File: src/hdl/cdn_pkg.sv
// Shared types, microcode codes and calendar helpers for the date normaliser.
// No dependencies; imported by every other file in hdl/.
package cdn_pkg;

  localparam int unsigned DayW   = 21;
  localparam int unsigned MonW   = 13;
  localparam int unsigned YearW  = 15;
  localparam int unsigned StepW  = 3;
  localparam int unsigned LenW   = 5;

  localparam logic [MonW-1:0]  MonthsPerYear = MonW'(12);
  localparam logic [YearW-1:0] LeapCycle     = YearW'(400);
  localparam logic [YearW-1:0] LastInCycle   = YearW'(399);

  typedef logic [StepW-1:0] step_t;

  localparam step_t StepIdle   = 3'd0;
  localparam step_t StepMonth  = 3'd1;
  localparam step_t StepCopy   = 3'd2;
  localparam step_t StepCycle  = 3'd3;
  localparam step_t StepSettle = 3'd4;
  localparam step_t StepEmit   = 3'd5;

  typedef enum logic [2:0] {
    OP_NONE,
    OP_LOAD,
    OP_MSUB,
    OP_RCOPY,
    OP_RSUB,
    OP_MSTEP,
    OP_EMIT
  } op_e;

  typedef enum logic [2:0] {
    C_NEVER,
    C_NOT_ACC,
    C_M_LE12,
    C_R_LT400,
    C_D_FITS,
    C_OUT_BUSY
  } cond_e;

  typedef struct packed {
    cond_e cond;
    op_e   op;
    step_t jmp;
    step_t nxt;
  } uword_t;

  typedef struct packed {
    op_e op;
  } ctrl_t;

  typedef struct packed {
    logic m_le12;
    logic r_lt400;
    logic d_fits;
    logic out_busy;
  } status_t;

  // r is the year modulo 400
  function automatic logic is_leap(input logic [YearW-1:0] r);
    logic div4;
    logic cent;
    div4 = (r[1:0] == 2'd0);
    cent = (r == YearW'(100)) || (r == YearW'(200)) || (r == YearW'(300));
    return (r == '0) || (div4 && !cent);
  endfunction

  function automatic logic [LenW-1:0] month_len(input logic [3:0] m, input logic leap);
    logic [LenW-1:0] len;
    unique case (m)
      4'd1, 4'd3, 4'd5, 4'd7, 4'd8, 4'd10, 4'd12: len = LenW'(31);
      4'd4, 4'd6, 4'd9, 4'd11:                    len = LenW'(30);
      4'd2:                                       len = leap ? LenW'(29) : LenW'(28);
      default:                                    len = '0;
    endcase
    return len;
  endfunction

endpackage

File: src/hdl/cdn_sequencer.sv
// Microcode sequencer: step counter, control store and branch conditions.
// Depends on cdn_pkg.
module cdn_sequencer import cdn_pkg::*; (
  input  logic    clk_i,
  input  logic    rst_ni,
  input  logic    in_valid_i,
  output logic    in_ready_o,
  input  status_t status_i,
  output ctrl_t   ctrl_o
);

  step_t  step_q, step_d;
  uword_t word;
  logic   take;

  always_comb begin
    unique case (step_q)
      StepIdle:   word = '{cond: C_NOT_ACC,  op: OP_LOAD,  jmp: StepIdle,   nxt: StepMonth};
      StepMonth:  word = '{cond: C_M_LE12,   op: OP_MSUB,  jmp: StepCopy,   nxt: StepMonth};
      StepCopy:   word = '{cond: C_NEVER,    op: OP_RCOPY, jmp: StepCycle,  nxt: StepCycle};
      StepCycle:  word = '{cond: C_R_LT400,  op: OP_RSUB,  jmp: StepSettle, nxt: StepCycle};
      StepSettle: word = '{cond: C_D_FITS,   op: OP_MSTEP, jmp: StepEmit,   nxt: StepSettle};
      StepEmit:   word = '{cond: C_OUT_BUSY, op: OP_EMIT,  jmp: StepEmit,   nxt: StepIdle};
      default:    word = '{cond: C_NEVER,    op: OP_NONE,  jmp: StepIdle,   nxt: StepIdle};
    endcase
  end

  assign in_ready_o = (step_q == StepIdle);

  always_comb begin
    unique case (word.cond)
      C_NEVER:    take = 1'b0;
      C_NOT_ACC:  take = !in_valid_i;
      C_M_LE12:   take = status_i.m_le12;
      C_R_LT400:  take = status_i.r_lt400;
      C_D_FITS:   take = status_i.d_fits;
      C_OUT_BUSY: take = status_i.out_busy;
      default:    take = 1'b0;
    endcase
  end

  always_comb begin
    if (take) begin
      step_d    = word.jmp;
      ctrl_o.op = OP_NONE;
    end else begin
      step_d    = word.nxt;
      ctrl_o.op = word.op;
    end
  end

  always_ff @(posedge clk_i or negedge rst_ni) begin
    if (!rst_ni) begin
      step_q <= StepIdle;
    end else begin
      step_q <= step_d;
    end
  end

endmodule

File: src/hdl/cdn_datapath.sv
// Datapath: day/month/year/cycle registers, month-length lookup, output register.
// Depends on cdn_pkg; driven by cdn_sequencer.
module cdn_datapath import cdn_pkg::*; (
  input  logic                    clk_i,
  input  logic                    rst_ni,
  input  ctrl_t                   ctrl_i,
  output status_t                 status_o,
  input  logic                    cmd_i,
  input  logic signed [DayW-1:0]  day_in_i,
  input  logic signed [MonW-1:0]  month_in_i,
  input  logic signed [YearW-1:0] year_in_i,
  output logic                    out_valid_o,
  input  logic                    out_ready_i,
  output logic [4:0]              day_out_o,
  output logic [3:0]              month_out_o,
  output logic [YearW-1:0]        year_out_o
);

  logic [DayW-1:0]  d_q, d_d;
  logic [MonW-1:0]  m_q, m_d;
  logic [YearW-1:0] y_q, y_d;
  logic [YearW-1:0] r_q, r_d;
  logic             ov_q, ov_d;
  logic [4:0]       od_q;
  logic [3:0]       om_q;
  logic [YearW-1:0] oy_q;

  logic [DayW-1:0]  d_mag;
  logic [MonW-1:0]  m_mag;
  logic [YearW-1:0] y_mag;
  logic [LenW-1:0]  len;

  assign d_mag = day_in_i[DayW-1]    ? DayW'(~day_in_i + 1'b1)    : DayW'(day_in_i);
  assign m_mag = month_in_i[MonW-1]  ? MonW'(~month_in_i + 1'b1)  : MonW'(month_in_i);
  assign y_mag = year_in_i[YearW-1]  ? YearW'(~year_in_i + 1'b1)  : YearW'(year_in_i);

  assign len = month_len(m_q[3:0], is_leap(r_q));

  assign status_o.m_le12   = (m_q <= MonthsPerYear);
  assign status_o.r_lt400  = (r_q < LeapCycle);
  assign status_o.d_fits   = (d_q <= DayW'(len));
  assign status_o.out_busy = ov_q && !out_ready_i;

  always_comb begin
    d_d  = d_q;
    m_d  = m_q;
    y_d  = y_q;
    r_d  = r_q;
    ov_d = ov_q && !out_ready_i;
    unique case (ctrl_i.op)
      OP_LOAD: begin
        if (cmd_i) begin
          d_d = d_mag;
          m_d = (m_mag == '0) ? MonW'(1) : m_mag;
          y_d = y_mag;
        end else begin
          d_d = (d_mag == '0) ? DayW'(1) : d_mag;
          m_d = MonW'(1);
          y_d = YearW'(1);
        end
      end
      OP_MSUB: begin
        m_d = m_q - MonthsPerYear;
        y_d = y_q + 1'b1;
      end
      OP_RCOPY: r_d = y_q;
      OP_RSUB:  r_d = r_q - LeapCycle;
      OP_MSTEP: begin
        d_d = d_q - DayW'(len);
        if (m_q == MonthsPerYear) begin
          m_d = MonW'(1);
          y_d = y_q + 1'b1;
          r_d = (r_q == LastInCycle) ? '0 : r_q + 1'b1;
        end else begin
          m_d = m_q + 1'b1;
        end
      end
      OP_EMIT:  ov_d = 1'b1;
      default: ;
    endcase
  end

  always_ff @(posedge clk_i) begin
    d_q <= d_d;
    m_q <= m_d;
    y_q <= y_d;
    r_q <= r_d;
    if (ctrl_i.op == OP_EMIT) begin
      od_q <= d_q[4:0];
      om_q <= m_q[3:0];
      oy_q <= y_q;
    end
  end

  always_ff @(posedge clk_i or negedge rst_ni) begin
    if (!rst_ni) begin
      ov_q <= 1'b0;
    end else begin
      ov_q <= ov_d;
    end
  end

  assign out_valid_o = ov_q;
  assign day_out_o   = od_q;
  assign month_out_o = om_q;
  assign year_out_o  = oy_q;

endmodule

File: src/hdl/calendar_date_normalizer_unit.sv
// Gregorian date normaliser, top level; built from cdn_pkg, cdn_sequencer, cdn_datapath.
// After acceptance the sequencer carries whole years out of the month, reduces the year modulo
// 400 and walks months off the day value, then emits; a new word is accepted only once the
// previous one is emitted, and an output stall holds the emit step.
// A finished date waits in the output register while the next word is accepted.
// Async active-low reset: sequencer back to idle, output register empty.
module calendar_date_normalizer_unit import cdn_pkg::*; (
  input  logic                    clk_i,
  input  logic                    rst_ni,
  input  logic                    in_valid_i,
  output logic                    in_ready_o,
  input  logic                    cmd_i,
  input  logic signed [DayW-1:0]  day_in_i,
  input  logic signed [MonW-1:0]  month_in_i,
  input  logic signed [YearW-1:0] year_in_i,
  output logic                    out_valid_o,
  input  logic                    out_ready_i,
  output logic [4:0]              day_out_o,
  output logic [3:0]              month_out_o,
  output logic [YearW-1:0]        year_out_o
);

  ctrl_t   ctrl;
  status_t status;

  cdn_sequencer u_seq (
    .clk_i      (clk_i),
    .rst_ni     (rst_ni),
    .in_valid_i (in_valid_i),
    .in_ready_o (in_ready_o),
    .status_i   (status),
    .ctrl_o     (ctrl)
  );

  cdn_datapath u_dp (
    .clk_i       (clk_i),
    .rst_ni      (rst_ni),
    .ctrl_i      (ctrl),
    .status_o    (status),
    .cmd_i       (cmd_i),
    .day_in_i    (day_in_i),
    .month_in_i  (month_in_i),
    .year_in_i   (year_in_i),
    .out_valid_o (out_valid_o),
    .out_ready_i (out_ready_i),
    .day_out_o   (day_out_o),
    .month_out_o (month_out_o),
    .year_out_o  (year_out_o)
  );

endmodule

File: config.mk
export PLATFORM = sky130hd
export DESIGN_NAME = calendar_date_normalizer_unit
export DESIGN_NICKNAME = d
export VERILOG_FILES = /design/src/hdl/cdn_pkg.sv /design/src/hdl/cdn_sequencer.sv /design/src/hdl/cdn_datapath.sv /design/src/hdl/calendar_date_normalizer_unit.sv
export SDC_FILE = /design/constraint.sdc
export NUM_CORES = 1
export LEC_CHECK = 0
export ABC_AREA = 1
export BUFFER_PORTS_ARGS = -buffer_cell sky130_fd_sc_hd__buf_2
export CAP_MARGIN = 5
export CORE_ASPECT_RATIO = 2
export CORE_MARGIN = 2
export CORE_UTILIZATION = 55
export DETAILED_ROUTE_END_ITERATION = 12
export HOLD_SLACK_MARGIN = 0.02
export PLACE_DENSITY_LB_ADDON = 0.3
export SLEW_MARGIN = 5
export SYNTH_ARGS = -nofsm -noshare
export SYNTH_HDL_FRONTEND = slang
export SYNTH_SLANG_ARGS = --single-unit
File: constraint.sdc
create_clock -name clk_i -period 5.8 [get_ports clk_i]
set_clock_uncertainty 0.1 [all_clocks]
set_input_delay 0.29 -clock clk_i [delete_from_list [all_inputs] [get_ports clk_i]]
set_output_delay 0.29 -clock clk_i [all_outputs]
set_load 0.03 [all_outputs]
Yosys cells after proc, flatten, opt, wreduce, memory -nomap -nowiden
Cells that the tools add are included.

Register bits: 92. Latch bits: 0. Bits in writable memories: 0. ROM bits: 0. Output and inout port bits: 26. Logic and storage cells: 101. Memories kept: 0.

Add/subtract/negate cells: 9. Multiply operators: 0. Div/mod/pow operators: 0. Order comparisons: 3. Equality and inequality tests: 34. Shifts and indexed selects: 0. Multiplexer cells: 23. Bitwise operators: 3. Reductions and logical operators: 20.

Operators with widths (count): case mux 15 bit (3 select lines) (2); two-way mux 15 bit (5); case mux 12 bit (6 select lines) (1); two-way mux 21 bit (3); two-way mux 13 bit (4); adder 15 x 1 -> 15 bit, second input constant (3); case mux 21 bit (2 select lines) (1); case mux 13 bit (3 select lines) (1); == test 15 x 9 -> 1 bit, second input constant (2); adder 13 x 1 -> 13 bit, second input constant (2); adder 21 x 1 -> 21 bit, second input constant (1); == test 3 bit, second input constant (7); <= comparator 21 x 5 -> 1 bit (1); zero test 21 bit (1); NOT 21 bit (1); subtractor 21 x 5 -> 21 bit (1); == test 4 bit, second input constant (5); == test 3 x 2 -> 1 bit, second input constant (6); == test 4 x 3 -> 1 bit, second input constant (4); == test 15 x 7 -> 1 bit, second input constant (1); == test 15 x 8 -> 1 bit, second input constant (1); zero test 15 bit (1); < comparator 15 x 9 -> 1 bit, second input constant (1); NOT 15 bit (1); other kinds (24) (36).

Logic depth before layout (Yosys ltp)
Word-level depth: 14. Gate-level depth with buffers: 22. Depth with buffers taken out: 21.

Cells and area by module
From an unflattened synthesis, not the netlist that was laid out.

Cells, all modules: 997. Area total of the unflattened synthesis: 7292.0 um2.

By module, submodules not included: cdn_datapath (times used 1, cells an instance 949, area each 7006.7 um2, seq. area each 2667.6 um2); cdn_sequencer (times used 1, cells an instance 48, area each 285.3 um2, seq. area each 75.1 um2).

Worst setup path before layout
OpenSTA, ideal clock, no wires.

Path kind: flip-flop to flip-flop. Start point: register u_dp.m_q[0]. End point: register u_dp.d_q[0], enable pin. Setup time: 0.432 ns. Arrival time: 4.078 ns. Data required time: 5.268 ns. Slack: 1.190 ns. Cell stages (with the launch flop): 19. Path buffers: 0. Clock period less this slack: 4.610 ns. Path through: edfxtp_1 inv_1 ha_1 or2_2 nand2_1 and3_1 inv_1 nor2_1 inv_1 nor2_1 ha_1 nand2_1 o21ai_1 nand2_1 nand2_1 o21ai_1 nand2_1 nand2_1 nor3_1.

Longest elaborated chain between the ends: 8. Elaborated cells between the ends (all ways): 22. Classes of those cells: order compare (2); eq/ne (14); mux (3); reduce/logical (3).

Ends and longest elaborated chain: from (decl) (RTL line cdn_datapath.sv:20) `logic [MonW-1:0] m_q, m_d;`; from (signal assigned) (RTL line cdn_datapath.sv:85) `m_q <= m_d;`; == test 4 x 1 -> 1 bit, or another cell as far along (RTL line cdn_pkg.sv:72) `unique case (m)`; OR reduction 7 bit / OR reduction 4 bit (equally long branches) (RTL line cdn_pkg.sv:72); case mux 5 bit (3 select lines) (RTL line cdn_pkg.sv:72); <= comparator 21 x 5 -> 1 bit (RTL line cdn_datapath.sv:41) `assign status_o.d_fits = (d_q <= DayW'(len));`; case mux 1 bit (5 select lines) (*) (RTL line cdn_sequencer.sv:31) `unique case (word.cond)`; two-way mux 3 bit (*) (RTL line cdn_sequencer.sv:43) `if (take) begin`; == test 3 x 1 -> 1 bit / == test 3 bit (equally long branches) (RTL line cdn_datapath.sv:50) `unique case (ctrl_i.op)`; nonzero test 2 bit (no line) (*); to (signal assigned) (RTL line cdn_datapath.sv:84) `d_q <= d_d;`; to (decl) (RTL line cdn_datapath.sv:19) `logic [DayW-1:0] d_q, d_d;`.

Every way passes the cells marked *; elsewhere a longest branch is shown, timed or not. A chain may end at the register's enable or synchronous reset.

Worst setup path after layout
Start point: register u_dp.m_q[0]. End point: register u_dp.r_q[12], enable pin.

Longest elaborated chain between the ends: 9. Elaborated cells between the ends (all ways): 26. Classes of those cells: order compare (2); eq/ne (17); mux (3); reduce/logical (4).

Ends and longest elaborated chain: == test 4 x 1 -> 1 bit, or another cell as far along (RTL line cdn_pkg.sv:72); OR reduction 7 bit / OR reduction 4 bit (equally long branches) (RTL line cdn_pkg.sv:72); case mux 5 bit (3 select lines) (RTL line cdn_pkg.sv:72); <= comparator 21 x 5 -> 1 bit (RTL line cdn_datapath.sv:41); case mux 1 bit (5 select lines) (RTL line cdn_sequencer.sv:31); two-way mux 3 bit (RTL line cdn_sequencer.sv:43); == test 3 bit / == test 3 x 2 -> 1 bit (equally long branches) (RTL line cdn_datapath.sv:50); != test 2 x 1 -> 1 bit (no line) / nonzero test 3 bit (equally long branches); AND reduction 2 bit (no line) (*); to (signal assigned) (RTL line cdn_datapath.sv:87) `r_q <= r_d;`; to (decl) (RTL line cdn_datapath.sv:22) `logic [YearW-1:0] r_q, r_d;`.

Marked as above.

==> impl_metrics.tcl <==
set metrics [dict create \
    hold_violations 0 \
    drt_iter0_drc 338 \
    status "finished clean" \
    die_area_um2 14280 \
    wl_mm 18.97 \
    crit-reg2reg-launch "u_dp.m_q[0]" \
    seq_area_frac_synth 0.3753 \
    holdWs_ns 0.1710 \
    syn_inst 1018 \
    setup_viol 0 \
    crit_path_max_fanout 25 \
    htree_levels 3 \
    intPower_w 0.001789 \
    critical_path.slowest_cell "nor2_1" \
    synth_edf_count 88 \
    clock_latency_ns 0.35 \
    fin_tns_setup_ns 0 \
    nets 1167 \
    vdd_drop_max_v 0.0003160 \
    path_delay_family "simple AND/OR/NAND/NOR gates" \
    crit_buf_inv 3 \
    drv_cap 0 \
    power.leakage_nw 3.762 \
    crit_chain "inv_1 > ha_1 > or2_2 > nand2_1 > and3_1 > inv_1 > nor2_1 > inv_1 > nor2_1 > ha_1 > a21oi_1 > o21ai_1 > nand2_1 > nand2_1 > nor2_1 > nor2b_1 > nand3_2 > nor2_2 > nor2_1" \
    endpoint_kind "flop" \
    synth_ff_type "edfxtp_1" \
    ys_ff_latch 92 \
    synth_area_um2 7307 \
    cts_tree "built" \
    grt_util_all_layers 0.2713 \
    max_freq_mhz 226.2 \
    avgSynthCellArea_um2 7.178 \
    ys_types 46 \
    swShare 0.4336 \
    io_pins 80 \
    clock-root-buffer "clkbuf_16" \
    cp.depth 19 \
    cts_setup_buffers 0 \
    synthArstFlopShare 0.04348 \
    vias_per_cell 5.581 \
    seqPwrFrac 0.399 \
    rsz0062_at_grt "false" \
    n_fill_cell 1238 \
    place_hpwl_mm 14.95 \
    drc 0 \
    cts_buffers 9 \
    drtPass1Iterations 5 \
    p_comb_frac 0.420 \
    fp.dieH_um 167.0 \
    detail-route-antenna-nets 0 \
    vias 6948 \
    crit_path_start "u_dp.m_q[0]" \
    start_util 0.5624 \
    cts_buffer_depth 2 \
    critPathRequiredTime_ns 5.67 \
    worst_pin_slew_ns 0.9767 \
    cts.sinks 92 \
    cp-start-kind "flop" \
    place_congestion 0.9790 \
    grt-ovfl-total 0 \
    grt_pass1_wl_mm 30.87 \
    portBuffers 79 \
    crit_type "reg2reg" \
    r2r_cells 19 \
    coreArea_um2 12990 \
    cts.clk_slew.worst_paths_ns 0.07 \
    yosys_warnings 0 \
    finalCritPeriodShare 0.7622 \
    cp.arrival_ns 4.29 \
    drv_slew 0 \
    max_stage_delay_ns 0.78 \
    grt_pass1_vias 6807 \
    power_per_cell_area_nw_per_um2 390.2 \
    syn_nets 1097 \
    netSwitchingPower_w 0.001369 \
    area_growth_pct 10.77 \
    layout_min_cycle_time_ns 4.421 \
    drive_gt1_frac 0.1189 \
    cp_common_cell "nor2_1" \
    clkPwrFrac 0.181 \
    grt_antenna_before_repair 0 \
    slew_headroom 0.3464 \
    wire_per_inst_um 15.23 \
    grt_max_degree 40 \
    die_x_um 85.50 \
    n_antenna_cell 0 \
    row_count 59 \
    hp-class "in2async" \
]
stage by stage:
stage                     total power, W  worst slack, ns  instance area [µm²]  utilization  instances
final                           0.003158            1.379                 8094       0.6230       1245
after global routing            0.003382           0.9066                 8094       0.6230       1245
after CTS                       0.003140            1.393                 8094       0.6230       1245
after detailed placement        0.002570            1.427                 7799       0.6003       1228
after global placement          0.002540            1.622                 7799       0.6003       1228
after floorplan                 0.002188            1.190                 7307            -       1018
registers in the layout (all words and copies together), names as in the netlist:
register and count:
u_dp.day_out_o 5, u_dp.year_out_o 15, u_dp.month_out_o 4, u_dp.y_q 15
u_dp.r_q 15, u_dp.out_valid_o 1, u_dp.m_q 13, u_seq.step_q 3
u_dp.d_q 21
placed cells by master (no fill, tap or decap), types with 8 or more instances in the layout:
cell type  netlist  final
a21oi_1         10     10
nand3b_1         8      8
nand3_1        137    137
nor2_1         133    132
nor3_1          22     21
xor2_1          47     47
nand2_1        270    270
xnor2_1         16     16
nand4_1         11     11
or2_2           13     13
inv_1          112    112
o21ai_1         16     16
buf_2            9     79
o21ai_0         40     40
edfxtp_1        88     88
clkbuf_16        0      9
ha_1            24     24
Yosys cell counts, types with 2 or more instances:
cell        n  share of area
dfrtp_1     4          0.014
inv_2       4         0.0021
o211ai_1    2         0.0021
nor3_1     22          0.015
nor4_1      7         0.0060
o21ai_0    40          0.027
ha_1       24          0.041
nand3_2     2         0.0027
a21oi_2     2         0.0024
nor2_1    133          0.068
inv_1     112          0.058
buf_2       9         0.0062
a21oi_1    10         0.0068
edfxtp_1   88           0.36
nand3_1   137          0.094
nor2_2      2         0.0017
buf_1       2         0.0010
nand3b_1    8         0.0082
o21ai_1    16          0.011
or2_2      13          0.011
clkbuf_1    9         0.0046
nand4_1    11         0.0094
xnor2_1    16          0.019
nand2_1   270           0.14
buf_4       5         0.0051
or2_0       2         0.0017
buf_6       2         0.0031
o31ai_1     2         0.0021
xor2_1     47          0.056
path summary, 6_finish.rpt:
path / endpoint / slack, ns
setup / recovery: u_dp.r_q[12] / 1.38
hold / removal: u_seq.step_q[1] / 0.17
setup reg to reg: u_dp.r_q[12] / 1.38
hold reg to reg: u_dp.day_out_o[0] / 0.36
max in group asynchronous: u_seq.step_q[2] / 5.30
min in group clk_i: u_dp.y_q[0] / 0.17
power by group through the flow:
stage	Clock [W]	Sequential, W	Combinational, W
final	0.000570	0.00126	0.00133
after global placement	0	0.00126	0.00128
after global routing	0.000594	0.00128	0.00150
after CTS	0.000570	0.00126	0.00131
after detailed placement	0	0.00127	0.00130
after floorplan	0	0.00118	0.00101
kinds of logic (layout without fill, tap and decap cells):
group	after synthesis	after routing	share of synthesized area
AOI/OAI and AO/OA	79	79	0.05976
xor gates and xnor gates	63	63	0.07551
adders and majority gates	25	25	0.04384
buffers and inverters	144	219	0.08014
DFF	92	92	0.3753
and+or+nand+nor	615	615	0.3654
final cells by class:
class	instances	area, µm²	share of cell area
Clock buffer	9	225.2	0.02783
Tap cell	152	190.2	0.02350
Clock inverter	7	60.06	0.007420
Timing Repair Buffer	86	450.4	0.05565
Inverter	117	439.2	0.05426
Sequential cell	92	2743	0.3388
Multi-Input combinational cell	782	3986	0.4925
routing by layer:
metal,wire length (µm),share of wire,GRT usage
met5,0,0,0
met3,627,0.033,0.02626
met1,6529,0.34,0.2659
met4,1052,0.055,0.1636
met2,10760,0.57,0.5234
repair_timing:
item / CTS / global route
hold buffers: 1 / 0
hold endpoints to repair: 4 / 0
gates resized for setup: 0 / 0
Power figures use the tool's default switching activity.
